[config.mk]
export PLATFORM = sky130hd
export DESIGN_NAME = oidem_back
export DESIGN_NICKNAME = d
export VERILOG_FILES = /design/src/rtl/core/oidem_pkg.sv /design/src/rtl/core/oidem_back.sv
export SDC_FILE = /design/constraint.sdc
export NUM_CORES = 1
export LEC_CHECK = 0
export ABC_AREA = 1
export BUFFER_PORTS_ARGS = -buffer_cell sky130_fd_sc_hd__buf_2
export CAP_MARGIN = 40
export CORE_ASPECT_RATIO = 1.1
export CORE_MARGIN = 3
export CORE_UTILIZATION = 50
export CTS_BUF_LIST = sky130_fd_sc_hd__clkbuf_4 sky130_fd_sc_hd__clkbuf_8
export CTS_CLUSTER_DIAMETER = 60
export DETAILED_ROUTE_END_ITERATION = 16
export PLACE_DENSITY = 0.7
export SLEW_MARGIN = 20
export SYNTH_ARGS = -nofsm -noshare
export SYNTH_HDL_FRONTEND = slang
export SYNTH_SLANG_ARGS = --single-unit
[constraint.sdc]
create_clock -name clk -period 5.4 [get_ports clk]
set_input_delay 0.54 -clock clk [delete_from_list [all_inputs] [get_ports clk]]
set_output_delay 0.54 -clock clk [all_outputs]
set_load 0.02 [all_outputs]
[src/rtl/core/oidem_pkg.sv]
// shared constants and types for the object id edge mask unit
package oidem_pkg;

	// id and geometry widths
	localparam int ID_BITS    = 32;
	localparam int LINE_DEPTH = 1024;
	localparam int COL_BITS   = 10;
	localparam int WIDTH_BITS = 11;
	localparam int ROW_BITS   = 16;

	localparam logic [ID_BITS-1:0] ID_MASK = {ID_BITS{1'b1}};

	// packed rgba, r in the low byte
	localparam logic [31:0] COLOR_WHITE = 32'hFFFF_FFFF;
	localparam logic [31:0] COLOR_BLACK = 32'hFF00_0000;

	// result queue
	localparam int QUEUE_DEPTH = 4;
	localparam int QPTR_BITS   = 2;
	localparam int QCNT_BITS   = 3;

	// register indexes on the config port
	localparam logic [1:0] REG_FRAME_WIDTH  = 2'd0;
	localparam logic [1:0] REG_FRAME_HEIGHT = 2'd1;
	localparam logic [1:0] REG_INVERT_MASK  = 2'd2;

	// input kinds
	localparam logic REQ_PIXEL = 1'b0;
	localparam logic REQ_DRAIN = 1'b1;

	// line store read request from the front part
	typedef struct packed {
		logic                en;
		logic [COL_BITS-1:0] addr;
	} rd_req_t;

	// classified item handed from front to back
	typedef struct packed {
		logic                valid;
		logic [ID_BITS-1:0]  id;
		logic [COL_BITS-1:0] col;
		logic                emit;
		logic                left_ok;
		logic                right_ok;
		logic                top_ok;
		logic                bot_ok;
		logic                last;
	} s1_item_t;

	// one result word
	typedef struct packed {
		logic [31:0] color;
		logic        last;
	} result_t;

endpackage

[src/rtl/core/oidem_back.sv]
// back part: line store update, 3x3 id window and edge decision
module oidem_back (
	input  logic                                 clk,
	input  logic                                 arst_n,
	input  oidem_pkg::s1_item_t                  item_s1,
	input  oidem_pkg::rd_req_t                   rd_req,
	input  logic [2*oidem_pkg::ID_BITS-1:0]      ram_rdata,
	output logic                                 ram_wr_en,
	output logic [oidem_pkg::COL_BITS-1:0]       ram_wr_addr,
	output logic [2*oidem_pkg::ID_BITS-1:0]      ram_wr_data,
	input  logic                                 invert,
	input  logic                                 restart,
	output logic                                 push,
	output oidem_pkg::result_t                   push_data
);
	import oidem_pkg::*;

	logic [ID_BITS-1:0]   win_q [9];
	logic                 fwd_hit_q;
	logic [2*ID_BITS-1:0] fwd_data_q;

	logic [2*ID_BITS-1:0] line_word;
	logic [ID_BITS-1:0]   up_id;
	logic [ID_BITS-1:0]   mid_id;
	logic [ID_BITS-1:0]   center;
	logic                 edge_hit;
	logic                 is_edge;

	// line word is {middle, upper}; forward a write that the read just missed
	always_comb begin
		line_word   = fwd_hit_q ? fwd_data_q : ram_rdata;
		up_id       = line_word[ID_BITS-1:0];
		mid_id      = line_word[2*ID_BITS-1:ID_BITS];
		ram_wr_en   = item_s1.valid;
		ram_wr_addr = item_s1.col;
		ram_wr_data = {item_s1.id, mid_id};
	end

	always_ff @(posedge clk or negedge arst_n) begin
		if (!arst_n) begin
			fwd_hit_q <= 1'b0;
		end else begin
			fwd_hit_q <= rd_req.en & ram_wr_en & (rd_req.addr == ram_wr_addr);
		end
	end

	always_ff @(posedge clk) begin
		fwd_data_q <= ram_wr_data;
	end

	// edge test on the window after this shift; centre is the middle of the column that was newest before this shift
	always_comb begin
		center   = win_q[7];
		edge_hit = 1'b0;
		if (item_s1.left_ok) begin
			edge_hit = edge_hit | ((win_q[4] != center)
				| (item_s1.top_ok & (win_q[3] != center))
				| (item_s1.bot_ok & (win_q[5] != center)));
		end
		edge_hit = edge_hit | (item_s1.top_ok & (win_q[6] != center))
			| (item_s1.bot_ok & (win_q[8] != center));
		if (item_s1.right_ok) begin
			edge_hit = edge_hit | ((mid_id != center)
				| (item_s1.top_ok & (up_id != center))
				| (item_s1.bot_ok & (item_s1.id != center)));
		end
		is_edge = edge_hit ^ invert;
		push    = item_s1.valid & item_s1.emit;
		if (center == ID_MASK) begin
			push_data.color = COLOR_BLACK;
		end else begin
			push_data.color = is_edge ? COLOR_WHITE : COLOR_BLACK;
		end
		push_data.last = item_s1.last;
	end

	// window shift, cleared at frame restart and after the last pixel of a frame
	always_ff @(posedge clk or negedge arst_n) begin
		if (!arst_n) begin
			for (int i = 0; i < 9; i++) begin
				win_q[i] <= '0;
			end
		end else if (restart || (push && item_s1.last)) begin
			for (int i = 0; i < 9; i++) begin
				win_q[i] <= '0;
			end
		end else if (item_s1.valid) begin
			for (int i = 0; i < 6; i++) begin
				win_q[i] <= win_q[i+3];
			end
			win_q[6] <= up_id;
			win_q[7] <= mid_id;
			win_q[8] <= item_s1.id;
		end
	end

endmodule

[Yosys cells after proc, flatten, opt, wreduce, memory -nomap -nowiden]
Cells that the tools add are included.
Storage, ports and cells
  flip-flop bits (word level): 257
  input bits: 128
  output and inout bits: 109
Operators by class
  equality and inequality tests: 10
  mux-type cells: 7
  bitwise operators: 17
  reductions and logical operators: 3
Operators by type and width (number)
  2-to-1 mux 192 bit: 2
  != test 32 bit: 8
  2-to-1 mux 64 bit: 1
  2-to-1 mux 24 bit: 2
  equality test 32 bit, second input constant: 1
  equality test 10 bit: 1
  AND 1 bit: 9
  OR 1 bit: 7
  2-to-1 mux 1 bit: 2
  nonzero test 2 bit: 1
  logical AND 1 bit: 1
  logical OR 1 bit: 1
  bitwise XOR 1 bit: 1

[Depth between registers and ports, before layout]
  word-level depth: 12
  mapped depth: 20
  mapped depth without buffers: 17

[Worst setup path after synthesis]
OpenSTA, ideal clock, no wires.
  kind: reg-to-output
  from: register fwd_hit_q
  to: output port push_data[10] (netlist name)
  data arrival time: 2.877 ns
  data required time: 4.860 ns
  path slack: 1.983 ns
  stages on the path, launching flop included: 19
  buffers on the path: 3
  cell sequence: dfrtp_1 > buf_6 > inv_6 > buf_6 > nand2_1 > nand2_2 > nand2_1 > nand2_1 > nand2_1 > nor2_1 > nand2_1 > nor2_1 > nand2_1 > nor2_1 > nand2_1 > nand2_1 > a21oi_1 > nor2_1 > buf_4
RTL lines
  start, declared: RTL line oidem_back.sv:19  | logic fwd_hit_q;
  start signal, assigned: RTL line oidem_back.sv:43  | fwd_hit_q <= rd_req.en & ram_wr_en & (rd_req.addr == ram_wr_addr);
  end, declared: RTL line oidem_back.sv:14  | output oidem_pkg::result_t push_data

==> out/metrics.yaml <==
run_status:
  status: "finished with violations"
  failing_checks: "hold timing"
timing:
  layout_min_cycle_time_ns: 4.343
  timing.hold.ws_ns: -0.0009163
  timing.setup.tns_ns: 0
  relSlewSlack_pct: 35.23
  layout_worst_path_cycle_share_pct: 80.42
  clock_skew_ns: 0.02803
  worst-slew-pin-transition_ns: 0.9715
  max_freq_mhz: 230.3
  final-setup-viol-count: 0
  report.final.hold_viol_count: 2
  final_max_slew_viol_count: 0
  rsz0062_at_grt: "no"
power_and_ir_drop:
  power_leakage_nw: 8.185
  power_density_mw_per_mm2: 293.1
  ir_drop_mv: 0.2015
  seq_power_share_pct: 44.5
  power.total_w: 0.004756
  internal_power_w: 0.003361
  combinational_share_of_power_pct: 15.4
  clkPwrFrac_pct: 40.1
  power.net_switching_w: 0.001394
  netSwitchingFraction_pct: 29.32
placement:
  io_buffer_count: 228
  place.gp.congestion: 0.8393
  hpwl_um: 26260
worst_setup_path:
  crit_end_category: "output pin"
  worst_setup_path_start_kind: "flop"
  worst_ep_arrival_time_ns: 3.80
  crit_path_start: "fwd_hit_q$_DFF_PN0_"
  setup.reg_to_reg.worst_slack_ns: 3.63
  worst_ep_required_time_ns: 4.86
  critPathKind: "reg2out"
  largest_driver_fanout_on_the_critical_path: 64
  crit_path_end: "push_data[10]"
  worst-r2r-cell-count: 6
  regToRegStartpoint: "fwd_hit_q$_DFF_PN0_"
  worst_r2r_endpoint: "center[22]$_DFFE_PN0P_"
clock_tree:
  post-cts-setup-buffers: 0
  cts.sinks: 257
  postCtsHoldBufs: 0
  clock_tree_from_tritoncts: "built"
  cts_max_path_buffers: 3
  h-tree-depth: 2
  post_cts_resize_count: 0
  root_buffer: "clkbuf_8"
  cts_made_buffers: 45
  worst_path_clk_slew_ns: 0.06
  clkLatencyLatePin_ns: 0.56
yosys:
  post_synth_mux_area_share_pct: 0
  main_combinational_cell_family_by_area_after_synthesis: "simple AND/OR/NAND/NOR gates"
  synth_fa_ha_area_share_pct: 0
  main_area_contributors_after_synthesis: "dfrtp_1 (33%), nand2_1 (15%), dfxtp_1 (8.8%)"
  ys_seq_elements: 257
  synth_largest_area_cell: "dfrtp_1"
  seq_area_frac_synth_pct: 41.97
  synth_async_sr_flop_share_pct: 75.10
  dominantRegCellSynth: "dfrtp_1"
  post_synth_xor_area_fraction_pct: 7.518
  post_synth_inst_count: 2034
  mean_syn_cell_area_um2: 7.159
  synth_compound_area_share_pct: 8.575
  edff_count_synth: 0
  synthesis.yosys.warnings: 0
  simple_gate_share_of_the_synthesized_area_pct: 27.99
  yosys_cell_types: 24
  share_of_yosys_cell_area_claimed_by_the_top_area_cell_type_pct: 33.17
  cell_area_after_synthesis_mm2: 0.01456
layout:
  num-nets-final: 2270
  utilization_pct: 57.41
  area_growth_pct: 11.45
  layout-drive-gt1-share_pct: 15.97
global_route:
  grt_ovf: 0
  pin_count_of_the_biggest_net_entering_global_routing: 193
  grt_pass1_wl_um: 62490
  number_of_antenna_violations_at_the_first_check_in_global_routing: 0
  global_route.usage.total_pct: 24.33
  grt_pass1_vias: 12290
route:
  route.final.wire_length_um: 38660
  routed-via-count: 12990
  drt-vias-per-instance: 5.109
  detailedRoute.firstPassIterationCount: 5
  detail_route.iter0.violations: 1047
  ant_nets: 0
  drcViolationCount: 0
  route.detailed.wl_per_inst_um: 15.20
job:
  max_cap_violations: 0
die:
  top_level_ports: 237
  die_height_um: 185.0
  floorplan.initialDensity_pct: 51.51
  coreArea_mm2: 0.02827
  rows: 64
  die_area_mm2: 0.03121
  die-width_um: 168.7
hold_path:
  hp-class: "in2async"
==> worst min-delay path by stage <==
stage | start | end | slack (ns) | depth (start not counted)
detailed placement | fwd_data_q[32]$_DFF_P_ | fwd_data_q[0]$_DFF_P_ | 0.48 | 2
floorplan | arst_n | center[0]$_DFFE_PN0P_ | 0.24 | 0
global route | arst_n | win_q[7]$_DFFE_PN0P_ | 0.02 | 1
finish | arst_n | win_q[68]$_DFFE_PN0P_ | -0.0009 | 1
CTS | arst_n | win_q[161]$_DFFE_PN0P_ | 0.02 | 1
global placement | fwd_data_q[32]$_DFF_P_ | fwd_data_q[0]$_DFF_P_ | 0.48 | 2
==> synth_stat cells, types with 38 or more instances <==
| library cell | count |
|---|---|
| nand3_1 | 214 |
| o21ai_0 | 193 |
| buf_4 | 81 |
| inv_1 | 247 |
| nor2_1 | 93 |
| buf_2 | 38 |
| xor2_1 | 55 |
| nand2_1 | 600 |
| clkbuf_1 | 58 |
| xnor2_1 | 70 |
| dfrtp_1 | 193 |
| dfxtp_1 | 64 |
==> metrics by stage <==
step	instances	setup WS, ns	cell area, µm²
after global routing	2542	0.7708	16230
final	2543	1.057	16230
after global placement	2454	0.9774	15190
after detailed placement	2458	1.671	15260
after CTS	2542	1.050	16230
after floorplan	2041	1.983	14590
==> state kept, by name, indices dropped and copies added (netlist names) <==
signal and cells:
win_q 160, fwd_data_q 64, center 32, fwd_hit_q 1
==> worst max-delay path, stage by stage, from the launching register on <==
cell,delay [ns]
dfrtp_2,0.50
buf_12,0.21
inv_6,0.39
nand2_1,0.16
nand2_2,0.12
nand2_1,0.06
nand2_1,0.07
nand3_1,0.10
nor2_1,0.27
nand2_1,0.09
nor2_1,0.11
nand2_1,0.06
nor2_1,0.08
nand2_1,0.09
nand2_1,0.09
a21oi_1,0.07
nor2_1,0.29
buf_4,0.26
buf_2,0.19
==> power by group through the flow <==
| stage | Combinational, W | Clock, W | Sequential [W] |
|---|---|---|---|
| global route | 0.000828 | 0.00202 | 0.00213 |
| floorplan | 0.000564 | 0 | 0.00209 |
| detailed placement | 0.000733 | 0 | 0.00215 |
| finish | 0.000731 | 0.00191 | 0.00212 |
| global placement | 0.000721 | 0 | 0.00215 |
| CTS | 0.000737 | 0.00194 | 0.00211 |
==> placed cells by master (no fill, tap or decap), types with 54 or more instances in the layout <==
cell / Yosys / layout
nand3_1: 214 / 214
dfrtp_1: 193 / 192
inv_1: 247 / 246
clkbuf_8: 0 / 54
o21ai_0: 193 / 193
nand2_1: 600 / 600
xor2_1: 55 / 55
buf_2: 38 / 226
nor2_1: 93 / 93
dfxtp_1: 64 / 64
xnor2_1: 70 / 70
==> cells by family (layout without fill, tap and decap cells) <==
logic type / Yosys count / in the layout
simple gates: 973 / 973
buf+inv: 433 / 571
flops: 257 / 257
compound gates: 245 / 245
xor+xnor: 125 / 125
other cells: 1 / 9
==> routing by layer <==
layer	routed length [µm]	GRT usage, %
met2	18340	40.11
met4	922	7.070
met5	0	0
met1	16740	33.25
met3	2665	4.077
==> area by class of cell <==
| class | instances | area [µm²] |
|---|---|---|
| Tap cell | 363 | 454.2 |
| Multi-Input combinational cell | 1351 | 6452 |
| Fill cell | 2681 | 12040 |
| Inverter | 248 | 938.4 |
| Clock inverter | 9 | 72.57 |
| Clock buffer | 75 | 894.6 |
| Antenna cell | 1 | 2.502 |
| Sequential cell | 257 | 6112 |
| Timing Repair Buffer | 239 | 1301 |
No activity file was read; power rests on OpenSTA's default activity.
