==> src/rtl/core/oidem_pkg.sv <==
// shared constants and types for the object id edge mask unit
package oidem_pkg;

	// id and geometry widths
	localparam int ID_BITS    = 32;
	localparam int LINE_DEPTH = 1024;
	localparam int COL_BITS   = 10;
	localparam int WIDTH_BITS = 11;
	localparam int ROW_BITS   = 16;

	localparam logic [ID_BITS-1:0] ID_MASK = {ID_BITS{1'b1}};

	// packed rgba, r in the low byte
	localparam logic [31:0] COLOR_WHITE = 32'hFFFF_FFFF;
	localparam logic [31:0] COLOR_BLACK = 32'hFF00_0000;

	// result queue
	localparam int QUEUE_DEPTH = 4;
	localparam int QPTR_BITS   = 2;
	localparam int QCNT_BITS   = 3;

	// register indexes on the config port
	localparam logic [1:0] REG_FRAME_WIDTH  = 2'd0;
	localparam logic [1:0] REG_FRAME_HEIGHT = 2'd1;
	localparam logic [1:0] REG_INVERT_MASK  = 2'd2;

	// input kinds
	localparam logic REQ_PIXEL = 1'b0;
	localparam logic REQ_DRAIN = 1'b1;

	// line store read request from the front part
	typedef struct packed {
		logic                en;
		logic [COL_BITS-1:0] addr;
	} rd_req_t;

	// classified item handed from front to back
	typedef struct packed {
		logic                valid;
		logic [ID_BITS-1:0]  id;
		logic [COL_BITS-1:0] col;
		logic                emit;
		logic                left_ok;
		logic                right_ok;
		logic                top_ok;
		logic                bot_ok;
		logic                last;
	} s1_item_t;

	// one result word
	typedef struct packed {
		logic [31:0] color;
		logic        last;
	} result_t;

endpackage

==> src/rtl/core/oidem_front.sv <==
// front part: accepts words, classifies pixel and drain steps, tracks raster position
module oidem_front (
	input  logic                              clk,
	input  logic                              arst_n,
	input  logic                              s_axis_tvalid,
	output logic                              s_axis_tready,
	input  logic [31:0]                       s_axis_tdata,  // object_id
	input  logic                              s_axis_tuser,  // req_type
	input  logic [oidem_pkg::WIDTH_BITS-1:0]  eff_width,
	input  logic [oidem_pkg::ROW_BITS-1:0]    eff_height,
	input  logic                              restart,
	input  logic [oidem_pkg::QCNT_BITS-1:0]   q_count,
	output oidem_pkg::rd_req_t                rd_req,
	output oidem_pkg::s1_item_t               item_s1
);
	import oidem_pkg::*;

	logic [COL_BITS-1:0] in_col_q;
	logic [ROW_BITS:0]   in_row_q;
	logic [COL_BITS-1:0] out_col_q;
	logic [ROW_BITS-1:0] out_row_q;

	logic                fire;
	logic                draining;
	logic                step;
	logic                emit;
	logic                in_wrap;
	logic                out_wrap;
	logic                out_bot;
	logic                last;
	logic [QCNT_BITS-1:0] pending;
	logic [ID_BITS-1:0]  id_val;

	// room in the queue for this word and the one in flight
	always_comb begin
		pending       = q_count + QCNT_BITS'(item_s1.valid & item_s1.emit);
		s_axis_tready = (pending < QCNT_BITS'(QUEUE_DEPTH));
	end

	// classify the word
	always_comb begin
		fire     = s_axis_tvalid & s_axis_tready;
		draining = (in_row_q >= {1'b0, eff_height});
		step     = fire & ((s_axis_tuser == REQ_PIXEL) | draining);
		id_val   = draining ? ID_MASK : s_axis_tdata[ID_BITS-1:0];
		emit     = (in_row_q >= (ROW_BITS+1)'(2))
			| ((in_row_q == (ROW_BITS+1)'(1)) & (in_col_q != '0));
		in_wrap  = (({1'b0, in_col_q} + WIDTH_BITS'(1)) >= eff_width);
		out_wrap = (({1'b0, out_col_q} + WIDTH_BITS'(1)) >= eff_width);
		out_bot  = (({1'b0, out_row_q} + (ROW_BITS+1)'(1)) >= {1'b0, eff_height});
		last     = out_bot & out_wrap;
	end

	// line store read at the input column
	assign rd_req.en   = step;
	assign rd_req.addr = in_col_q;

	// raster counters
	always_ff @(posedge clk or negedge arst_n) begin
		if (!arst_n) begin
			in_col_q  <= '0;
			in_row_q  <= '0;
			out_col_q <= '0;
			out_row_q <= '0;
		end else if (restart || (step && emit && last)) begin
			in_col_q  <= '0;
			in_row_q  <= '0;
			out_col_q <= '0;
			out_row_q <= '0;
		end else if (step) begin
			if (in_wrap) begin
				in_col_q <= '0;
				in_row_q <= in_row_q + (ROW_BITS+1)'(1);
			end else begin
				in_col_q <= in_col_q + COL_BITS'(1);
			end
			if (emit) begin
				if (out_wrap) begin
					out_col_q <= '0;
					out_row_q <= out_row_q + ROW_BITS'(1);
				end else begin
					out_col_q <= out_col_q + COL_BITS'(1);
				end
			end
		end
	end

	// hand-off register to the back part
	always_ff @(posedge clk or negedge arst_n) begin
		if (!arst_n) begin
			item_s1 <= '0;
		end else begin
			item_s1.valid    <= step;
			item_s1.id       <= id_val;
			item_s1.col      <= in_col_q;
			item_s1.emit     <= emit;
			item_s1.left_ok  <= (out_col_q != '0);
			item_s1.right_ok <= ~out_wrap;
			item_s1.top_ok   <= (out_row_q != '0);
			item_s1.bot_ok   <= ~out_bot;
			item_s1.last     <= last;
		end
	end

endmodule

==> config.mk <==
export PLATFORM = sky130hd
export DESIGN_NAME = oidem_front
export DESIGN_NICKNAME = d
export VERILOG_FILES = /design/src/rtl/core/oidem_pkg.sv /design/src/rtl/core/oidem_front.sv
export SDC_FILE = /design/constraint.sdc
export NUM_CORES = 1
export LEC_CHECK = 0
export BUFFER_PORTS_ARGS = -buffer_cell sky130_fd_sc_hd__buf_2
export CAP_MARGIN = 20
export CORE_UTILIZATION = 40
export DETAILED_ROUTE_END_ITERATION = 10
export PLACE_DENSITY = 0.59
export SYNTH_ARGS = -nofsm -noshare
export SYNTH_HDL_FRONTEND = slang
export SYNTH_SLANG_ARGS = --single-unit
==> constraint.sdc <==
create_clock -name clk -period 4.5 [get_ports clk]
set_input_delay 0 -clock clk [delete_from_list [all_inputs] [get_ports clk]]
set_output_delay 0 -clock clk [all_outputs]
set_load 0.02 [all_outputs]
## Word-level counts from Yosys, hierarchy flattened

Cells that the tools add are included.
Widths: inputs -> output; s select.

| cells by class | value |
|---|---|
| bitwise operators | 10 |
| $lt $le $gt $ge | 6 |
| $add $sub $neg | 8 |
| mux-type cells | 15 |
| equality and inequality tests | 1 |
| reduce and logical (&&, ||, !) cells | 13 |

Operators by type and width:

| operator | count |
|---|---|
| $mux 10 | 7 |
| $mux 16 | 4 |
| $mux 17 | 3 |
| $ge 17x16->1 | 2 |
| $mux 32 | 1 |
| $add 10x1->11 const B | 2 |
| $ge 11x11->1 | 2 |
| $add 10x1->10 const B | 2 |
| $reduce_bool 10->1 | 2 |
| $add 16x1->17 const B | 1 |
| $add 17x1->17 const B | 1 |
| $eq 17x1->1 const B | 1 |
| $ge 17x2->1 const B | 1 |
| $add 16x1->16 const B | 1 |
| $reduce_bool 16->1 | 1 |
| $reduce_bool 2->1 | 4 |
| $and 1x1->1 | 5 |
| $reduce_and 2->1 | 2 |
| $add 3x1->3 | 1 |
| $lt 3x3->1 const B | 1 |
| $not 1->1 | 3 |
| $reduce_and 3->1 | 1 |
| $logic_and 1x1->1 | 2 |
| $or 1x1->1 | 2 |
| $logic_or 1x1->1 | 1 |

| storage, ports and cells | value |
|---|---|
| logic and storage cells | 66 |
| register bits after elaboration | 102 |
| output and inout port bits | 61 |
| bits of input ports | 67 |

## Depth between registers and ports, before layout

Gate-level depths: netlist (run 1).

| depth | value |
|---|---|
| depth after elaboration | 10 |
| depth in mapped cells | 15 |
| gate-level depth less buffers | 13 |

## Worst setup path before layout (run 1)

OpenSTA, ideal clock, no wires.

| path | value |
|---|---|
| path kind | register to register |
| from | register in_col_q[0] |
| to | register in_row_q[16] |
| arrival | 3.252 ns |
| data required time | 4.370 ns |
| cell stages (with the launch flop) | 14 |
| clock period less this slack | 3.382 ns |
| setup time | 0.130 ns |
| buffers on the path | 0 |
| setup slack | 1.118 ns |
| cell sequence | dfrtp_1 -> ha_1 -> and3_1 -> and3_1 -> and3_1 -> and3_1 -> ha_1 -> nand2_1 -> o21ai_0 -> nor4_1 -> a211oi_1 -> nand3_1 -> a41oi_1 -> o31ai_1 |

| between the ends | value |
|---|---|
| longest elaborated chain between the ends | 8 |
| elaborated cells on any way between the ends | 12 |
| those cells by class | 1 x add/sub; 1 x order compare; 1 x mux; 2 x bitwise; 7 x reduce/logical |

Ends and longest elaborated chain:

| what | line | RTL |
|---|---|---|
| from (decl) | oidem_front.sv:18 | `logic [COL_BITS-1:0] in_col_q;` |
| from (signal assigned) | oidem_front.sv:75 | `in_col_q <= in_col_q + COL_BITS'(1);` |
| parallel branches: the longest is 8 deep, another holds $add 10x1->11 | n/a |  |
| to (signal assigned) | oidem_front.sv:73 | `in_row_q <= in_row_q + (ROW_BITS+1)'(1);` |
| to (decl) | oidem_front.sv:19 | `logic [ROW_BITS:0] in_row_q;` |

Parallel ways; which one is timed is not known.
A chain may end at the register's enable or synchronous reset.

## Worst setup path after layout (run 1)

| path | value |
|---|---|
| from | register out_row_q[2] |
| to | register in_row_q[14] |

| between the ends | value |
|---|---|
| longest elaborated chain between the ends | 7 |
| elaborated cells on any way between the ends | 9 |
| those cells by class | 1 x add/sub; 1 x order compare; 1 x mux; 1 x bitwise; 5 x reduce/logical |

Ends and longest elaborated chain:

| what | line | RTL |
|---|---|---|
| from (decl) | oidem_front.sv:21 | `logic [ROW_BITS-1:0] out_row_q;` |
| from (signal assigned) | oidem_front.sv:80 | `out_row_q <= out_row_q + ROW_BITS'(1);` |
| $add 16x1->17 * | oidem_front.sv:50 | `out_bot = (({1'b0, out_row_q} + (ROW_BITS+1)'(1)) >= {1'b0, eff_height});` |
| $ge 17x16->1 * | oidem_front.sv:50 |  |
| $and 1x1->1 * | oidem_front.sv:51 | `last = out_bot & out_wrap;` |
| $logic_and 1x1->1 * | oidem_front.sv:65 | `end else if (restart \|\| (step && emit && last)) begin` |
| $logic_or 1x1->1 * | oidem_front.sv:65 |  |
| $reduce_bool 2->1 (no source line) | n/a |  |
| $reduce_and 2->1 (no source line) | n/a |  |

Mark *: on every way between the ends. The rest lies on a longest branch, timed or not.

==> results of run 1 <==
==> per-stage QoR <==
step           cells  hold WS (ns)  setup WS [ns]  total power [W]  instance area (um2)
2_1_floorplan    672        -0.296           1.12          0.00106                 6240
6_report        1018         0.214          0.335          0.00202                 7740
4_1_cts         1016         0.228          0.366          0.00204                 7710
5_1_grt         1018         0.266         0.0542          0.00210                 7740
3_5_place_dp     967        0.0624          0.394          0.00116                 7060
3_3_place_gp     967        0.0573          0.450          0.00116                 7060
==> layer usage <==
metal  GRT usage [%]  vias up  wire length, um
li1                -     2718                -
met1            26.8     2709             7420
met2            38.2      155             8480
met3            4.05       24              804
met4            8.40        0              325
met5               0        -                0
==> worst max-delay path, stage by stage, from the launching register on <==
cell and delay [ns]:
dfrtp_1 0.52, nand4_1 0.16, nor3_1 0.49, nand3_1 0.27
nor2_1 0.18, xor2_1 0.24, ha_1 0.31, a21oi_1 0.23
o41ai_1 0.13, a21oi_1 0.16, o31ai_2 0.16, o211ai_2 0.21
nand3_1 0.47, o311ai_0 0.52
==> worst paths after layout <==
check | endpoint | slack [ns] | cells after the start
setup / recovery | in_row_q[14]$_DFFE_PN0P_ | 0.34 | 13
hold / removal | item_s1[4]$_DFF_PN0_ | 0.21 | 2
setup reg to reg | in_row_q[14]$_DFFE_PN0P_ | 0.34 | 13
hold reg to reg | item_s1[7]$_DFF_PN0_ | 0.45 | 0
max in group asynchronous | in_row_q[14]$_DFFE_PN0P_ | 3.13 | 3
min in group clk | in_row_q[4]$_DFFE_PN0P_ | 0.28 | 5
==> registers in the layout (all words and copies together), names as in the netlist <==
name and flops:
in_col_q 10, out_col_q 10, in_row_q 17, out_row_q 16, item_s1 49
==> power groups by stage <==
| stage | clock, W | combinational, W | sequential (W) |
|---|---|---|---|
| floorplan | 0 | 0.0000725 | 0.000991 |
| global placement | 0 | 0.000192 | 0.000964 |
| detailed placement | 0 | 0.000197 | 0.000965 |
| CTS | 0.000875 | 0.000220 | 0.000947 |
| global route | 0.000909 | 0.000244 | 0.000949 |
| finish | 0.000854 | 0.000220 | 0.000947 |
==> area by class of cell <==
cell class | count | area share, %
Clock buffer | 10 | 2.96
Clock inverter | 6 | 1.18
Inverter | 51 | 2.47
Multi-Input combinational cell | 491 | 43.7
Sequential cell | 102 | 33.0
Tap cell | 188 | 3.04
Timing Repair Buffer | 170 | 13.7
==> kinds of logic (layout without fill, tap and decap cells) <==
family          Yosys count  in the layout  share of synthesized area [%]
compound gates          138            138                           15.0
xor+xnor                 39             39                           5.47
fa+ha+maj                63             63                           12.6
buf+inv                  79            237                           4.99
flops                   102            102                           40.9
mux                       2              2                          0.341
simple gates            249            249                           20.7
==> placed cells by master (no fill, tap or decap), types with 3 or more instances in the layout <==
master and count:
a41oi_1 6, dfrtp_1 102, buf_4 9, nor4b_1 3, nand2_1 50, clkbuf_16 9, dlygate4sd3_1 33, and2_1 3
a211oi_2 3, o21ai_1 4, nand4_1 22, nor3_1 7, or3_1 8, a31oi_1 3, a21o_1 6, inv_1 50
a211oi_1 4, nand2b_1 35, nor4_1 10, nor2_1 43, o32ai_1 7, xnor2_1 13, ha_1 63, o21ai_0 18
o31ai_1 16, buf_2 127, inv_6 3, o211ai_1 5, and3_1 17, nand3_1 41, xor2_1 26, a22oi_1 5
a21oi_1 43
==> what timing repair did <==
action	in CTS	in global routing
setup buffers	0	0
endpoints found under the hold margin	76	0
resized for setup	0	0
endpoints found under the setup margin	0	0
hold buffers	33	0
==> metrics.yaml, run 1 <==
worst_setup_path:
  critPathKind: "reg2reg"
  worstPathRequired_ns: 4.73
  cp.arrival_ns: 4.39
  endpoint_kind: "register"
  cp_max_fo: 12
  setup.worst_path.start_class: "register"
  timing.rr.start: "out_row_q[2]$_DFFE_PN0P_"
  cp-startpoint: "out_row_q[2]$_DFFE_PN0P_"
synthesis:
  seq_area_frac_synth_pct: 40.9
  yosysUniqueCellTypes: 55
  async_flop_share_pct: 100
  synth_cells: 672
  synth-seq-cells: 102
  ys_warn_count: 0
  syn_nets: 802
  synth_flop_cell: "dfrtp_1"
  syn_area_per_cell_um2: 9.29
  synth.top_cell.area_share_pct: 40.9
  ys_top_cells_by_area: "dfrtp_1 (41%), ha_1 (13%), xor2_1 (3.6%), nand2b_1 (3.5%), a21oi_1 (3.4%)"
  synth_edf_count: 0
  yosysMostFrequentCell: "dfrtp_1"
  syn_area_mm2: 0.00624
  ys_top_cells_by_count: "dfrtp_1 (102), ha_1 (63), inv_1 (50), nand2_1 (50)"
  yosysTopAreaCell: "dfrtp_1"
timing:
  timing.final.crit_share_pct: 92.5
  clock_skew_ns: 0.0116
  setup_violations: 0
  finalCriticalPeriod_ns: 4.16
  fin_tns_setup_ns: 0
  clock.fmax_ghz: 0.240
  grt_setup_unrepaired: "no"
  worst_pin_slew_ns: 1.06
  slew_headroom_pct: 28.7
  finalMaxSlewViolations: 0
  hold_viol: 0
floorplanning:
  core-area_mm2: 0.0152
  ios: 128
  die_w_um: 127
  die_h_um: 127
  dieArea_mm2: 0.0161
  initial_core_util_pct: 41.1
  core.rowCount: 45
drt:
  totalWireLength_um: 17000
  via_per_inst: 5.51
  drcViolationCount: 0
  first_pass_iters: 5
  vias: 5606
  wire_per_inst_um: 16.7
  ant_nets: 0
  drtIter0Drc: 273
clocking:
  numCtsBuffers: 9
  clock_path_buffers: 2
  root_buffer: "clkbuf_16"
  insertion_delay_ns: 0.36
  path_clk_slew_ns: 0.07
  clock-sinks: 102
  cts_max_level: 3
  cts_tree: "done"
place:
  io_buffer_count: 127
  gp_congestion: 0.845
  hpwl_um: 12200
power_and_ir_drop:
  vdd.ir_drop.worst_mv: 0.200
  clockPowerShare_pct: 42.3
  sw_frac_of_total_pct: 24.9
  leakage_nw: 3.85
  power.switching_w: 0.000502
  p_seq_share_pct: 46.9
  p_int_w: 0.00152
  p_per_area_mw_per_mm2: 261
  pwr-share-comb_pct: 10.9
status:
  status: "finished, final reports clean"
grt:
  grt.total_usage_pct: 21.9
  antenna_found_initial: 0
  grt_pass1_vias: 5624
  grt_max_degree: 59
  grt_pass1_wl_um: 27800
  grt_overflow: 0
finish:
  fin_util_pct: 50.9
  seqCellArea_mm2: 0.00255
  drive_gt1_share_pct: 19.8
  area_growth_pct: 24.0
  multi_input_area_mm2: 0.00338
  nFillCells: 1406
  diodes: 0
  finalNetCount: 955
worst_hold_path:
  hp-class: "in2async"
job:
  drv_cap: 0
Note: power is estimated with default switching activity, not from simulation.
==> run 2: changes to the inputs <==
--- a/config.mk
+++ b/config.mk
@@ -7,8 +7,10 @@
 export LEC_CHECK = 0
 export BUFFER_PORTS_ARGS = -buffer_cell sky130_fd_sc_hd__buf_2
 export CAP_MARGIN = 20
+export CORE_ASPECT_RATIO = 0.75
 export CORE_UTILIZATION = 40
 export DETAILED_ROUTE_END_ITERATION = 10
+export GPL_TIMING_DRIVEN = 0
 export PLACE_DENSITY = 0.59
 export SYNTH_ARGS = -nofsm -noshare
 export SYNTH_HDL_FRONTEND = slang
==> run 2 against run 1 <==
Net effect:
- critical path type unchanged
- total power is 1.6% lower
- combinational power hardly changed
- die area hardly changed
- register-to-register slack better by 0.09 ns
- critical path depth is 1 higher
- sequential share of layout area is 0.32 points lower
- clock-buffer cell count stayed put
- clock skew is 0.00054 ns higher
- final area is 0.99% higher
- clock power is 3.9% lower
- wire length is 2.5% higher
- highest routed layer unchanged
==> metrics.yaml, run 2 (same netlist as run 1, synthesis figures left out) <==
grt:
  grt_max_degree: 67
  grt_pass1_wl_um: 27800
  antenna_found_initial: 0
  grt_overflow: 0
  grt_pass1_vias: 5468
  grt.total_usage_pct: 22.1
worst_setup_path:
  worstPathRequired_ns: 4.77
  r2r_slack_ns: 0.43
  r2r_cells: 14
  setup.worst_path.start_class: "register"
  cp.arrival_ns: 4.35
  critPathKind: "reg2reg"
  cp_max_fo: 7
  endpoint_kind: "register"
  timing.rr.start: "out_row_q[5]$_DFFE_PN0P_"
  reg2reg_to: "in_row_q[1]$_DFFE_PN0P_"
drt:
  met2WireLength_um: 8060
  first_pass_iters: 5
  ant_nets: 0
  m1WireLength_um: 8010
  dr.max_layer_used: "met4"
  totalWireLength_um: 17500
  drtIter0Drc: 397
  via_per_inst: 5.47
  dr_wl_met3_um: 1170
  drcViolationCount: 0
  wire_per_inst_um: 16.6
  vias: 5767
finish:
  largest_reg_flops: 49
  stdcell_count: 1054
  mostFrequentLayoutCells: "buf_2 (135), dfrtp_1 (102), ha_1 (63), inv_1 (50), nand2_1 (50)"
  largest-register: "item_s1"
  final_common_cell: "buf_2"
  top_regs: "item_s1 (49), in_row_q (17), out_row_q (16)"
  diodes: 0
  drive_gt1_share_pct: 19.7
  finalNetCount: 974
  nFillCells: 1444
  area_growth_pct: 25.2
floorplanning:
  die_w_um: 146
  core-area_mm2: 0.0152
  dieArea_mm2: 0.0161
  ios: 128
  core.rowCount: 39
  die_h_um: 110
  initial_core_util_pct: 41.0
place:
  gp_congestion: 0.873
  io_buffer_count: 126
  hpwl_um: 13000
  post-place-cells: 1004
timing:
  finalMaxSlewViolations: 0
  fin_tns_setup_ns: 0
  setup_violations: 0
  clock.fmax_ghz: 0.246
  finalCriticalPeriod_ns: 4.07
  slew_headroom_pct: 54.9
  hold_viol: 0
  worst_pin_slew_ns: 0.676
  timing.final.crit_share_pct: 90.5
  clock_skew_ns: 0.0122
  grt_setup_unrepaired: "no"
clocking:
  root_buffer: "clkbuf_16"
  clock-sinks: 102
  cts_tree: "done"
  insertion_delay_ns: 0.36
  numCtsBuffers: 9
  path_clk_slew_ns: 0.07
  cts_max_level: 3
  clock_path_buffers: 2
power_and_ir_drop:
  p_per_area_mw_per_mm2: 255
  vdd.ir_drop.worst_mv: 0.178
  leakage_nw: 3.87
status:
  status: "finished, final reports clean"
job:
  drv_cap: 0
worst_hold_path:
  hp-class: "in2async"
[run 2: timing repair]
| item | CTS | global route |
|---|---|---|
| hold buffers | 33 | 0 |
| hold endpoints to repair | 68 | 0 |
| gates resized for setup | 0 | 1 |
| buffers inserted | 0 | 0 |
| endpoints found under the setup margin | 0 | 14 |
[run 2: power breakdown]
group	internal, W	leakage [nW]	switching (W)
Clock	0.000456	0.156	0.000364
Combinational	0.0000897	2.37	0.000133
Sequential	0.000937	1.34	0.00000800
[run 2: critical path: stages, from the launching register on]
cell	delay [ns]
dfrtp_1	0.33
clkbuf_1	0.27
nand4_1	0.23
nor3_2	0.33
nand3_1	0.29
nor2_1	0.20
xor2_1	0.27
ha_1	0.32
nand4_1	0.17
nor4_1	0.09
a21oi_1	0.22
o31ai_2	0.17
o21ai_0	0.57
o21ai_0	0.34
nor2_1	0.19
[run 2: final cells by class]
class,instances,area [um2],share of cell area [%]
multi-input cells,491,3380,43.3
flip-flops and latches,102,2550,32.7
repair buffers,161,996,12.7
well taps,205,256,3.28
clock buffers,10,239,3.06
inverters,51,191,2.45
plain buffers,28,120,1.54
clock inverters,6,76.3,0.976
[run 2: per-layer routing]
layer  vias up  track usage (%)
met5         -                0
met4         0             5.06
met3        17             5.23
met2       208             35.2
met1      2781             30.4
li1       2761                -
[run 2: through the flow]
stage / utilization, % / hold WS (ns) / area (um2) / total power, W / worst slack, ns
CTS: 51.3 / 0.147 / 7810 / 0.00202 / 0.342
global placement: 46.8 / 0.188 / 7130 / 0.00115 / 0.444
finish: 51.3 / 0.142 / 7820 / 0.00199 / 0.428
global route: 51.3 / 0.182 / 7820 / 0.00207 / 0.0918
floorplan: - / -0.296 / 6240 / 0.00106 / 1.12
detailed placement: 47.0 / -0.00788 / 7160 / 0.00116 / 0.391
[run 2: worst max path at each step]
stage                                   startpoint                        to  slack, ns  cells after the start
after global placement    out_row_q[5]$_DFFE_PN0P_  in_row_q[16]$_DFFE_PN0P_       0.44                     15
final                     out_row_q[5]$_DFFE_PN0P_   in_row_q[1]$_DFFE_PN0P_       0.43                     14
after CTS                 out_row_q[5]$_DFFE_PN0P_   in_col_q[3]$_DFFE_PN0P_       0.34                     14
after global routing      out_row_q[5]$_DFFE_PN0P_   in_row_q[1]$_DFFE_PN0P_       0.09                     14
after floorplan            in_col_q[0]$_DFFE_PN0P_  in_row_q[16]$_DFFE_PN0P_       1.12                     13
after detailed placement  out_row_q[5]$_DFFE_PN0P_   in_col_q[2]$_DFFE_PN0P_       0.39                     14
