===== config.mk =====
export PLATFORM = sky130hd
export DESIGN_NAME = oidem_queue
export DESIGN_NICKNAME = d
export VERILOG_FILES = /design/src/rtl/core/oidem_pkg.sv /design/src/rtl/core/oidem_queue.sv
export SDC_FILE = /design/constraint.sdc
export NUM_CORES = 1
export LEC_CHECK = 0
export BUFFER_PORTS_ARGS = -buffer_cell sky130_fd_sc_hd__buf_2
export CORE_ASPECT_RATIO = 1.5
export CORE_UTILIZATION = 35
export DETAILED_ROUTE_END_ITERATION = 10
export SLEW_MARGIN = 10
export SYNTH_ARGS = -nofsm -noshare
export SYNTH_HDL_FRONTEND = slang
export SYNTH_SLANG_ARGS = --single-unit

===== constraint.sdc =====
create_clock -name clk -period 2.2 [get_ports clk]
set_input_delay 0.11 -clock clk [delete_from_list [all_inputs] [get_ports clk]]
set_output_delay 0.11 -clock clk [all_outputs]
set_load 0.01 [all_outputs]

===== src/rtl/core/oidem_pkg.sv =====
// shared constants and types for the object id edge mask unit
package oidem_pkg;

	// id and geometry widths
	localparam int ID_BITS    = 32;
	localparam int LINE_DEPTH = 1024;
	localparam int COL_BITS   = 10;
	localparam int WIDTH_BITS = 11;
	localparam int ROW_BITS   = 16;

	localparam logic [ID_BITS-1:0] ID_MASK = {ID_BITS{1'b1}};

	// packed rgba, r in the low byte
	localparam logic [31:0] COLOR_WHITE = 32'hFFFF_FFFF;
	localparam logic [31:0] COLOR_BLACK = 32'hFF00_0000;

	// result queue
	localparam int QUEUE_DEPTH = 4;
	localparam int QPTR_BITS   = 2;
	localparam int QCNT_BITS   = 3;

	// register indexes on the config port
	localparam logic [1:0] REG_FRAME_WIDTH  = 2'd0;
	localparam logic [1:0] REG_FRAME_HEIGHT = 2'd1;
	localparam logic [1:0] REG_INVERT_MASK  = 2'd2;

	// input kinds
	localparam logic REQ_PIXEL = 1'b0;
	localparam logic REQ_DRAIN = 1'b1;

	// line store read request from the front part
	typedef struct packed {
		logic                en;
		logic [COL_BITS-1:0] addr;
	} rd_req_t;

	// classified item handed from front to back
	typedef struct packed {
		logic                valid;
		logic [ID_BITS-1:0]  id;
		logic [COL_BITS-1:0] col;
		logic                emit;
		logic                left_ok;
		logic                right_ok;
		logic                top_ok;
		logic                bot_ok;
		logic                last;
	} s1_item_t;

	// one result word
	typedef struct packed {
		logic [31:0] color;
		logic        last;
	} result_t;

endpackage


===== src/rtl/core/oidem_queue.sv =====
// short result queue between the back part and the output stream
module oidem_queue (
	input  logic                            clk,
	input  logic                            arst_n,
	input  logic                            push,
	input  oidem_pkg::result_t              push_data,
	output logic [oidem_pkg::QCNT_BITS-1:0] count,
	output logic                            m_axis_tvalid,
	input  logic                            m_axis_tready,
	output logic [31:0]                     m_axis_tdata,  // pixel_color
	output logic                            m_axis_tlast   // frame_last
);
	import oidem_pkg::*;

	result_t              mem_q [QUEUE_DEPTH];
	logic [QPTR_BITS-1:0] wr_ptr_q;
	logic [QPTR_BITS-1:0] rd_ptr_q;
	logic [QCNT_BITS-1:0] count_q;
	logic                 pop;

	// head word to the output
	always_comb begin
		m_axis_tvalid = (count_q != '0);
		m_axis_tdata  = mem_q[rd_ptr_q].color;
		m_axis_tlast  = mem_q[rd_ptr_q].last;
		pop           = m_axis_tvalid & m_axis_tready;
		count         = count_q;
	end

	// pointers and fill count
	always_ff @(posedge clk or negedge arst_n) begin
		if (!arst_n) begin
			wr_ptr_q <= '0;
			rd_ptr_q <= '0;
			count_q  <= '0;
		end else begin
			if (push) begin
				wr_ptr_q <= wr_ptr_q + QPTR_BITS'(1);
			end
			if (pop) begin
				rd_ptr_q <= rd_ptr_q + QPTR_BITS'(1);
			end
			count_q <= count_q + QCNT_BITS'(push) - QCNT_BITS'(pop);
		end
	end

	// storage
	always_ff @(posedge clk) begin
		if (push) begin
			mem_q[wr_ptr_q] <= push_data;
		end
	end

endmodule


* Word-level counts from Yosys, hierarchy flattened *
Memory sizes are Yosys's and may differ from the RTL's.
Index checks and enable logic that the tools add are counted.

word-level totals
  flip-flop bits (word level) = 7
  memory bits (writable) = 132
  bits of input ports = 37
  output and inout port bits = 37
  word-level logic and storage cells = 12
  memories = 1

operators by class
  add/sub/neg operators = 4
  muxes and demuxes = 2
  bitwise logic cells = 1
  reductions and logical operators = 1

memories
  name   depth  bits a word  rd ports  clocked after memory_dff  wr ports  RTL line           source
  mem_q  4      33           1         0                         1         oidem_queue.sv:15  result_t mem_q [QUEUE_DEPTH];

operator list
  cell                 count
  $add 2x1->2 const B  2
  $add 3x1->3          1
  $reduce_bool 3->1    1
  $sub 3x1->3          1
  $mux 1               2
  $and 1x1->1          1

* Logic depth before layout (Yosys ltp) *
Gate-level depths: netlist of the first run.

  word-level depth = 3
  depth in mapped cells = 7
  gate-level depth less buffers = 7

* Least setup slack after synthesis of the first run *
No wires, ideal clock.

  path kind = flip-flop to flip-flop
  start = register count_q[1] (netlist: count[1])
  end = register count_q[2] (netlist: count[2])
  setup time = 0.123 ns
  arrival = 1.852 ns
  data required time = 2.077 ns
  path slack = 0.225 ns
  stages on the path, launching flop included = 8
  path buffers = 0
  clock period less this slack = 1.975 ns
  cells stage by stage = dfrtp_1 -> o31a_1 -> ha_1 -> inv_1 -> ha_1 -> fa_1 -> xnor2_1 -> xnor2_1

between the ends
  longest elaborated chain between the ends = 3
  elaborated cells between the ends (all ways) = 4
  classes of those cells = add/sub (2); bitwise (1); reduce/logical (1)

ends and longest elaborated chain
  element                 RTL line           source
  from (decl)             oidem_queue.sv:18  logic [QCNT_BITS-1:0] count_q;
  from (signal assigned)  oidem_queue.sv:43  count_q <= count_q + QCNT_BITS'(push) - QCNT_BITS'(pop);
  $reduce_bool 3->1       oidem_queue.sv:23  m_axis_tvalid = (count_q != '0);
  $and 1x1->1             oidem_queue.sv:26  pop = m_axis_tvalid & m_axis_tready;
  named net pop           oidem_queue.sv:19  logic pop;
  $sub 3x1->3             oidem_queue.sv:43

The timed path passes the listed nets, and every way through them passes these cells.
A chain may end at the register's enable or synchronous reset.

* Final worst setup path of the first run *
  start = register rd_ptr_q[0]
  end = output port m_axis_tdata[31]

between the ends
  longest elaborated chain between the ends = 1

ends and longest elaborated chain
  element                 RTL line           source
  from (decl)             oidem_queue.sv:17  logic [QPTR_BITS-1:0] rd_ptr_q;
  from (signal assigned)  oidem_queue.sv:41  rd_ptr_q <= rd_ptr_q + QPTR_BITS'(1);
  $mem_v2 4x33            --
  to (decl)               oidem_queue.sv:10  output logic [31:0] m_axis_tdata,

No other way between the ends.

==> results of run 1 <==
==> layout by cell type, fill, tap and decap left out <==
cell type	synthesis	layout
edfxtp_1	132	132
buf_2	4	73
dlygate4sd3_1	0	35
mux4_2	28	28
clkbuf_16	0	17
inv_1	6	6
ha_1	6	6
buf_4	0	6
mux4_1	5	5
dfrtp_1	7	5
and2_2	0	4
clkbuf_1	0	4
xnor2_1	3	3
clkinv_1	0	3
clkinv_2	0	3
bufinv_16	0	3
buf_12	3	3
xor2_1	2	2
dfrtp_2	0	2
diode_2	0	1
o31a_1	1	1
or3_1	1	1
nand2_1	1	1
o21ai_0	1	1
o311ai_0	1	1
fa_1	1	1
clkinv_4	0	1
==> per-layer routing <==
metal / global-route usage, % / share of wire, %
met5: 0 / 0
met2: 22.6 / 54
met4: 6.09 / 1.5
met3: 3.92 / 4.3
met1: 14.7 / 40
==> cells in the mapped netlist <==
library cell | n | area share (%)
mux4_2 | 28 | 12
o311ai_0 | 1 | 0.17
xor2_1 | 2 | 0.34
buf_6 | 1 | 0.22
inv_1 | 6 | 0.43
edfxtp_1 | 132 | 76
nand2_1 | 1 | 0.072
mux4_1 | 5 | 2.5
buf_2 | 4 | 0.38
xnor2_1 | 3 | 0.50
o31a_1 | 1 | 0.17
and2_1 | 4 | 0.48
or3_1 | 1 | 0.12
fa_1 | 1 | 0.38
dfrtp_1 | 7 | 3.4
buf_12 | 3 | 1.2
o21ai_0 | 1 | 0.096
ha_1 | 6 | 1.4
==> where the power goes <==
group / switching [W] / internal [W]
Combinational: 0.00127 / 0.00119
Sequential: 0.000181 / 0.00348
Clock: 0.000948 / 0.00176
Total: 0.00240 / 0.00643
==> worst register-to-register path: stages (launching register included) <==
cell and delay, ps:
dfrtp_1 430, o31a_1 340, ha_1 280, inv_1 40, ha_1 190, fa_1 380, xnor2_1 140, xnor2_1 120
==> cell type report <==
class / count / share of cell area, %
clock inverter: 10 / 1.85
antenna: 1 / 0.0370
inverter: 6 / 0.333
clock buffer: 21 / 6.51
sequential: 139 / 61.3
timing repair buffer: 117 / 12.1
tap: 196 / 3.63
multi-input combinational: 54 / 14.2
==> cells by family after synthesis <==
family          Yosys count  synth area share [%]
fa+ha+maj                 7                  1.82
mux                      33                  14.6
buf+inv                  14                  2.18
compound gates            3                 0.432
simple gates              6                 0.672
xor+xnor                  5                 0.840
flops                   139                  79.4
==> sequential cells by signal, summed over array words and instances (netlist names) <==
name      flops
count         3
rd_ptr_q      2
wr_ptr_q      2
mem_q       132
==> metrics by stage <==
stage	setup slack (ps)	cell area [µm²]	std cells	hold slack (ps)	utilization (%)
2_1_floorplan	225	5210	207	-186	-
3_3_place_gp	244	5840	477	-53.1	40.2
3_5_place_dp	167	5840	477	-47.6	40.2
4_1_cts	81.7	6760	543	38.1	46.5
5_1_grt	31.4	6760	544	72.6	46.5
6_report	142	6760	544	47.0	46.5
==> how the worst min path moves through the flow <==
stage | from | endpoint | slack (ps) | depth (start not counted)
2_1_floorplan | arst_n | count[0]$_DFF_PN0_ | -190 | 0
3_3_place_gp | arst_n | count[0]$_DFF_PN0_ | -50 | 1
3_5_place_dp | arst_n | count[1]$_DFF_PN0_ | -50 | 1
4_1_cts | m_axis_tready | rd_ptr_q[1]$_DFFE_PN0P_ | 40 | 3
5_1_grt | arst_n | count[1]$_DFF_PN0_ | 70 | 2
6_report | m_axis_tready | rd_ptr_q[1]$_DFFE_PN0P_ | 50 | 3
==> repair_timing <==
item | 4_1_cts | 5_1_grt
hold buffers | 35 | 0
resized for setup | 0 | 0
hold endpoints to repair | 140 | 0
==> key figures, run 1 <==
Floorplanning
  – Die Ht: 151 µm
  – Core outline area: 14,500 µm²
  – Die area: 15,400 µm²
  – Initial Util: 35.9%
  – Row cnt: 54
  – Die Wd: 102 µm
  – IO Pins: 74

Critical path
  – Arr. time, crit path: 1950 ps
  – CP Buf/Inv Count: 2
  – Crit-path slowest cell: mux4_1
  – FF-to-FF End: count[2]$_DFF_PN0_
  – CP peak stage delay: 660 ps
  – CP Launch Point: rd_ptr_q[0]$_DFFE_PN0P_
  – Reg-to-Reg Start: count[0]$_DFF_PN0_
  – Reg2Reg Setup Slack: 160 ps
  – CP Cell Sequence: buf_4 > mux4_1 > buf_2
  – CP startpoint kind: flop
  – Crit path capture: m_axis_tdata[31]
  – Worst setup path class: reg2out
  – Worst Setup End Kind: output port
  – Stages on the worst setup path: 3
  – Top delay family on crit path: multiplexers
  – Critical Path RT: 2090 ps
  – Depth of the worst register-to-register path: 7
  – Crit Path Max Fanout: 20

Timing
  – Setup TNS: 0 ps
  – Unrepaired setup endpoints after global routing: no
  – Slew Limit Fails: 0
  – Fin crit share: 93.5%
  – Least-Margin Pin Slew: 399 ps
  – Final Critical Period: 2060 ps
  – Slew headroom: 73.0%
  – Final Hold Viols: 0
  – Setup Skew: 7.26 ps
  – Fmax achieved: 0.486 GHz
  – Final Setup Violations: 0

Min path
  – Worst Hold Class: in2reg

Clock tree
  – Postcts setup bufs: 0
  – H-tree Lvls: 4
  – Clock Root Buffer: clkbuf_16
  – Clk_lat worst skew: 400 ps
  – Num CTS Buffers: 17
  – Clock Pin Slew Worst Setup and Hold Paths: 50 ps
  – Clock tree buffer depth: 2
  – Clock tree sinks: 139
  – CTS tree: done

Cells and area
  – Area Growth Syn to Fin: 29.7%
  – Footprint of the multi-input gates: 963 µm²
  – FF/Latch Area: 4140 µm²
  – Fillers: 1,200
  – Fraction of layout instances using a drive strength above 1: 40.3%
  – Nets@finish: 379

Synth
  – Synth warnings: 0
  – Avg Cell Area, Syn: 25.2 µm²
  – Post-Syn Nets: 251
  – Flip-flop and latch count after synthesis: 139
  – Netlist area before placement: 5210 µm²
  – Post-synth cell types: 18
  – Sequential area share after synthesis: 79.4%
  – Post-Synthesis Cells: 207

Placed design
  – Detailed Place HPWL: 5650 µm
  – # port buffers: 73
  – Placer's final routability congestion estimate: 0.683

Detailed routing
  – Drt pass-1 iters: 4
  – Antenna Violating Nets Remaining: 0
  – Wire per inst: 16.7 µm
  – DR vias/cell: 4.52
  – Via Count: 2,461
  – DRC viols: 0
  – DR iter-0 viols: 84
  – Total wire length: 9110 µm

Pwr
  – Static Leak: 2.41 nW
  – Pwr/cell area: 1310 nW/µm²
  – PnR Total Power: 0.00883 W
  – Maximum VDD drop: 0.701 mV

GRT
  – GRT overflow: 0
  – Largest net degree at the start of global routing: 27
  – First-pass GRT wire length: 14,100 µm
  – Vias in the first global route: 2,601
  – Antenna violations before repair: 1
  – Total GRT Usage: 13.1%

Run
  – Max cap viols: 0

Outcome
  – Status: finished, final reports clean
(Power assumes the default switching activity.)
==> inputs of run 2 (changes only) <==
==> constraint.sdc (replaced) <==
create_clock -name clk -period 2.2 [get_ports clk]
set_input_delay 0.66 -clock clk [delete_from_list [all_inputs] [get_ports clk]]
set_output_delay 0.66 -clock clk [all_outputs]
set_load 0.01 [all_outputs]
==> run 2 against run 1 <==
- the flow now finishes with violations (setup timing)
- maximum frequency fell by 14%
- final cell count fell by 4.4%
- count of clock-buffer cells in the layout shrank 3
- wire length grew 3.0%
- design area down 0.81%
- global-route usage down 0.14 points
- non-clock buffer count is 24 lower
- combinational power is 29% higher
- hold slack better by 25 ps
- critical path type unchanged
- largest cell class unchanged
==> key figures, run 2 (same netlist as run 1, synthesis figures left out) <==
GRT
  – Antenna violations before repair: 2 (+1)
  – M2 GR Usage: 21.8% (-0.78 points)
  – First-pass GRT wire length: 14,000 µm (-0.54%)
  – GR peak layer: met2
  – Largest net degree at the start of global routing: 23 (-15%)
  – GRT met1 Usage: 14.5% (-0.19 points)
  – GRT overflow: 0 (unchanged)
  – Global-route met3 utilization: 4.48% (+0.55 points)
  – Vias in the first global route: 2,545 (-2.2%)
  – Total GRT Usage: 13.0% (-0.14 points)

Clock tree
  – Clock Pin Slew Worst Setup and Hold Paths: 60 ps (about the same)
  – Clock tree buffer depth: 2 (unchanged)
  – Clk_lat worst skew: 410 ps (about the same)
  – CTS tree: done
  – Clock tree sinks: 139 (unchanged)
  – H-tree Lvls: 4 (unchanged)
  – Num CTS Buffers: 17 (unchanged)
  – Clock Root Buffer: clkbuf_16

Timing
  – Slew headroom: 72.0% (-1.1 points)
  – Final Setup Violations: 33 (+33)
  – Fin crit share: 108% (+15 points)
  – Setup ws final: -183 ps (-325 ps)
  – Hold WS: 72.0 ps (+25.0 ps)
  – Fmax achieved: 0.420 GHz (-14%)
  – Final Critical Period: 2380 ps (+325 ps)
  – Unrepaired setup endpoints after global routing: yes
  – Least-Margin Pin Slew: 415 ps (+15.6 ps)
  – Setup Skew: 6.35 ps (-0.909 ps)
  – Final Hold Viols: 0 (unchanged)
  – Slew Limit Fails: 0 (unchanged)
  – Setup TNS: -5350 ps (-5350 ps)

Cells and area
  – Area Growth Syn to Fin: 28.7%
  – Max reg flops: 132 (unchanged)
  – Nets@finish: 355 (-6.3%)
  – Commonest non-fill, non-tap cell in the layout: edfxtp_1
  – Fraction of layout instances using a drive strength above 1: 49.2% (+8.9 points)
  – Most frequent cells in the layout: 132 x edfxtp_1, 50 x buf_2, 33 x mux4_2
  – Most flop-heavy register: mem_q

Placed design
  – Post-Place Worst Slack: -24.6 ps (-191 ps)
  – Detailed Place HPWL: 5860 µm (+3.8%)
  – Placer's final routability congestion estimate: 0.649 (-5.0%)
  – # port buffers: 73 (unchanged)

Floorplanning
  – Row cnt: 54 (unchanged)
  – Die Wd: 102 µm (unchanged)
  – IO Pins: 74 (unchanged)
  – Die Ht: 151 µm (unchanged)
  – Initial Util: 35.9% (unchanged)
  – Core outline area: 14,500 µm² (unchanged)
  – Die area: 15,400 µm² (unchanged)

Pwr
  – Static Leak: 2.37 nW (-1.5%)
  – Maximum VDD drop: 0.646 mV (-7.8%)
  – Pwr/cell area: 1410 nW/µm² (+8.0%)

Critical path
  – Worst Setup End Kind: output port
  – Arr. time, crit path: 1720 ps (-230 ps)
  – Crit Path Max Fanout: 8 (-60%)
  – Reg-to-Reg Start: count[1]$_DFF_PN0_
  – CP Launch Point: rd_ptr_q[0]$_DFFE_PN0P_
  – Critical Path RT: 1540 ps (-550 ps)
  – CP startpoint kind: flop
  – Worst setup path class: reg2out

Detailed routing
  – Drt pass-1 iters: 4 (unchanged)
  – Antenna Violating Nets Remaining: 0 (unchanged)
  – Via Count: 2,393 (-2.8%)
  – Wire per inst: 18.0 µm (+7.7%)
  – DR iter-0 viols: 90 (+7.1%)
  – DRC viols: 0 (unchanged)
  – Total wire length: 9380 µm (+3.0%)
  – DR vias/cell: 4.60 (+1.7%)

Run
  – Max cap viols: 0 (unchanged)

Min path
  – Worst Hold Class: in2async

Outcome
  – Failing checks: setup timing
  – Status: finished, violations left
-- run 2: worst max-delay path: stages, from the launching register on --
cell and delay, ps:
dfrtp_2 370, buf_6 140, buf_12 140, mux4_2 520, buf_6 140
-- run 2: through the flow --
| stage | utilization [%] | cells | power, W | area, µm² |
|---|---|---|---|---|
| 2_1_floorplan | - | 207 | 0.00535 | 5210 |
| 3_3_place_gp | 40.8 | 483 | 0.00629 | 5930 |
| 3_5_place_dp | 40.8 | 483 | 0.00634 | 5930 |
| 4_1_cts | 44.9 | 514 | 0.00914 | 6520 |
| 5_1_grt | 46.1 | 519 | 0.00993 | 6700 |
| 6_report | 46.2 | 520 | 0.00946 | 6710 |
-- run 2: final timing paths --
kind,endpoint,slack [ps],depth (start not counted)
setup / recovery,m_axis_tdata[28],-180,4
hold / removal,count[1]$_DFF_PN0_,70,1
max in group asynchronous,rd_ptr_q[0]$_DFFE_PN0P_,1960,1
hold reg to reg,wr_ptr_q[0]$_DFFE_PN0P_,530,1
min in group clk,mem_q[0][24]$_DFFE_PP_,460,1
setup reg to reg,count[2]$_DFF_PN0_,140,7
-- run 2: routing by layer --
metal  share of wire (%)  vias up
met3                 4.9       19
met4                 2.1        2
met2                  55       60
met1                  38     1235
li1                    -     1077
met5                0.16        -
-- run 2: final cells by class --
class	count	area, µm²
fillers	1206	7820
clock inverters	13	128
repair buffers	93	793
well taps	196	245
flip-flops and latches	139	4140
diodes	1	2.50
clock buffers	18	429
multi-input cells	54	945
inverters	6	22.5
-- run 2: what timing repair did --
action                                  in CTS  in global routing
pin swaps                                    0                  0
hold buffers                                 0                  0
endpoints found under the setup margin      33                 33
buffers inserted                             0                  3
gates resized for setup                     11                 27
cloned                                       0                  2
hold endpoints to repair                     0                  0
-- run 2: report_power, final --
part	switching [W]	leakage [nW]	internal (W)
logic	0.00142	0.811	0.00175
clock network	0.00101	0.268	0.00165
registers	0.000154	1.29	0.00348
total	0.00259	2.37	0.00688
==> inputs of run 3 (changes only) <==
--- a/config.mk
+++ b/config.mk
@@ -9,6 +9,7 @@
 export CORE_ASPECT_RATIO = 1.5
 export CORE_UTILIZATION = 35
 export DETAILED_ROUTE_END_ITERATION = 10
+export GPL_TIMING_DRIVEN = 0
 export SLEW_MARGIN = 10
 export SYNTH_ARGS = -nofsm -noshare
 export SYNTH_HDL_FRONTEND = slang
==> constraint.sdc (replaced) <==
create_clock -name clk -period 2.2 [get_ports clk]
set_input_delay 0.22 -clock clk [delete_from_list [all_inputs] [get_ports clk]]
set_output_delay 0.22 -clock clk [all_outputs]
set_load 0.01 [all_outputs]
==> run 3 against run 2 <==
- the flow now finishes without violations
- count of clock-buffer cells in the layout rose by 1
- global-route usage fell by 0.32 points
- total power fell by 4.9%
- clock power rose by 4%
- wire length fell by 6.0%
- first-iteration DRC count fell by 4.4%
- design area fell by 2.6%
- critical path type is now reg2reg
- critical endpoint is now count[2]$_DFF_PN0_
==> key figures, run 3 (same netlist as run 1, synthesis figures left out) <==
Outcome
  – Status: finished, final reports clean

Clock tree
  – Clock Root Buffer: clkbuf_16
  – Clock tree buffer depth: 2 (unchanged)
  – Postcts setup bufs: 0 (unchanged)
  – Clk_lat worst skew: 410 ps (about the same)
  – Clock Pin Slew Worst Setup and Hold Paths: 60 ps (about the same)
  – H-tree Lvls: 4 (unchanged)
  – Clock tree sinks: 139 (unchanged)
  – Num CTS Buffers: 17 (unchanged)
  – CTS tree: done

Pwr
  – Clock power frac: 30.8% (+2.7 points)
  – Internal: 0.00654 W (-4.9%)
  – Pwr/cell area: 1380 nW/µm² (-2.4%)
  – PnR Total Power: 0.00900 W (-4.9%)
  – Combinational Power Share: 29.0% (-4.5 points)
  – Sw Ratio: 27.3% (about the same)
  – Static Leak: 2.32 nW (-2.4%)
  – Switching pwr: 0.00246 W (-5.0%)
  – Seq pwr share: 40.2% (+1.8 points)
  – Maximum VDD drop: 0.630 mV (-2.4%)

Detailed routing
  – DR vias/cell: 4.57 (-0.80%)
  – Drt pass-1 iters: 4 (unchanged)
  – Via Count: 2,342 (-2.1%)
  – Wire per inst: 17.2 µm (-4.7%)
  – Antenna Violating Nets Remaining: 0 (unchanged)
  – DR iter-0 viols: 86 (-4.4%)
  – Total wire length: 8810 µm (-6.0%)
  – DRC viols: 0 (unchanged)

Timing
  – Setup ws final: 204 ps (+387 ps)
  – Final Hold Viols: 0 (unchanged)
  – Final Critical Period: 2000 ps (-387 ps)
  – Least-Margin Pin Slew: 528 ps (+113 ps)
  – Fmax achieved: 0.501 GHz (+19%)
  – Setup Skew: 6.26 ps (-0.0911 ps)
  – Slew headroom: 64.8% (-7.2 points)
  – Final Setup Violations: 0 (-100%)
  – Hold WS: 19.0 ps (-53.0 ps)
  – Fin crit share: 90.7% (-18 points)
  – Unrepaired setup endpoints after global routing: no
  – Slew Limit Fails: 0 (unchanged)

GRT
  – Largest net degree at the start of global routing: 19 (-17%)
  – GRT overflow: 0 (unchanged)
  – Total GRT Usage: 12.6% (-0.32 points)
  – First-pass GRT wire length: 13,400 µm (-4.3%)
  – Vias in the first global route: 2,525 (-0.79%)
  – Antenna violations before repair: 0 (-2)

Placed design
  – Detailed Place HPWL: 5850 µm (-0.29%)
  – Post-Place Worst Slack: 195 ps (+220 ps)
  – # port buffers: 73 (unchanged)
  – Placed Instances: 480 (-0.62%)
  – Placer's final routability congestion estimate: 0.637 (-1.8%)

Floorplanning
  – IO Pins: 74 (unchanged)
  – Die Ht: 151 µm (unchanged)
  – Core outline area: 14,500 µm² (unchanged)
  – Initial Util: 35.9% (unchanged)
  – Die Wd: 102 µm (unchanged)
  – Row cnt: 54 (unchanged)
  – Die area: 15,400 µm² (unchanged)

Critical path
  – Top delay family on crit path: adder cells
  – Crit path capture: count[2]$_DFF_PN0_
  – Crit-path slowest cell: dfrtp_1
  – Worst Setup End Kind: flop
  – Stages on the worst setup path: 7 (+3)
  – CP Launch Point: count[1]$_DFF_PN0_
  – CP startpoint kind: flop
  – CP Buf/Inv Count: 1 (-2)
  – Crit Path Max Fanout: 5 (-3)
  – Reg2Reg Setup Slack: 200 ps (+60 ps)
  – Critical Path RT: 2500 ps (+960 ps)
  – FF-to-FF End: count[2]$_DFF_PN0_
  – CP Cell Sequence: o31a_1 > ha_1 > inv_1 > ha_1 > fa_1 > xnor2_1 > xnor2_1
  – Worst setup path class: reg2reg
  – Arr. time, crit path: 2290 ps (+570 ps)
  – CP peak stage delay: 400 ps (-120 ps)
  – Reg-to-Reg Start: count[1]$_DFF_PN0_
  – Depth of the worst register-to-register path: 7 (unchanged)

Cells and area
  – Non-Filler Instances: 513 (-1.3%)
  – Nets@finish: 348 (-2.0%)
  – Max reg flops: 132 (unchanged)
  – Fraction of layout instances using a drive strength above 1: 46.1% (-3.2 points)
  – Antenna Cells: 0 (-1)
  – Area Growth Syn to Fin: 25.3%
  – Most flop-heavy register: mem_q
  – Layout Utilization: 45.0% (-1.2 points)
  – Most frequent cells in the layout: 132 x edfxtp_1, 77 x buf_2, 28 x mux4_2
  – Commonest non-fill, non-tap cell in the layout: edfxtp_1

Min path
  – Worst Hold Class: in2reg

Run
  – Max cap viols: 0 (unchanged)
run 3: cell types whose count changed in the layout (fill, tap and decap cells not counted), moves of 2 or more:
cell	previous run	this run
clkinv_1	3	1
clkbuf_16	19	17
mux4_1	0	5
buf_16	0	4
dfrtp_2	2	0
buf_12	7	3
clkinv_2	3	5
buf_6	26	1
buf_2	50	77
mux4_2	33	28
buf_4	8	0
dfrtp_1	5	7
run 3: how the worst min path moves through the flow:
stage                     slack (ps)  depth (start not counted)          start                      to
after CTS                          1                          1  push_data[21]  mem_q[2][21]$_DFFE_PP_
after global placement            60                          1         arst_n      count[2]$_DFF_PN0_
after detailed placement          60                          1         arst_n      count[0]$_DFF_PN0_
after global routing               2                          1   push_data[9]   mem_q[3][9]$_DFFE_PP_
after floorplan                  -80                          0         arst_n      count[0]$_DFF_PN0_
final                             20                          1  push_data[24]  mem_q[3][24]$_DFFE_PP_
run 3: stage by stage:
step                TNS (ps)  area [µm²]
finish                     0        6530
global route               0        6530
CTS                        0        6530
detailed placement         0        5940
global placement      -31540        5820
floorplan                  0        5210
run 3: repair_timing:
item / 4_1_cts / 5_1_grt
hold buffers: 1 / 0
endpoints found under the hold margin: 7 / 0
resized for setup: 0 / 0
run 3: routing by layer:
metal / global-route usage (%) / vias to the layer above / routed length (µm)
met5: 0 / - / 0
met4: 6.52 / 0 / 183
met3: 4.61 / 14 / 379
met2: 21.7 / 51 / 4880
met1: 13.4 / 1207 / 3370
li1: - / 1070 / -
run 3: final cells by class:
type | count | area (µm²)
clock inverters | 13 | 151
plain buffers | 8 | 91.3
fillers | 1244 | 8000
inverters | 6 | 22.5
well taps | 196 | 245
repair buffers | 78 | 485
clock buffers | 19 | 433
flip-flops and latches | 139 | 4140
multi-input cells | 54 | 963
run 3: power by group through the flow:
stage / Sequential (W) / Combinational (W) / Clock, W
final: 0.00361 / 0.00261 / 0.00277
after CTS: 0.00362 / 0.00271 / 0.00282
after global routing: 0.00366 / 0.00286 / 0.00293
after global placement: 0.00367 / 0.00254 / 0
after floorplan: 0.00365 / 0.00169 / 0
after detailed placement: 0.00367 / 0.00271 / 0
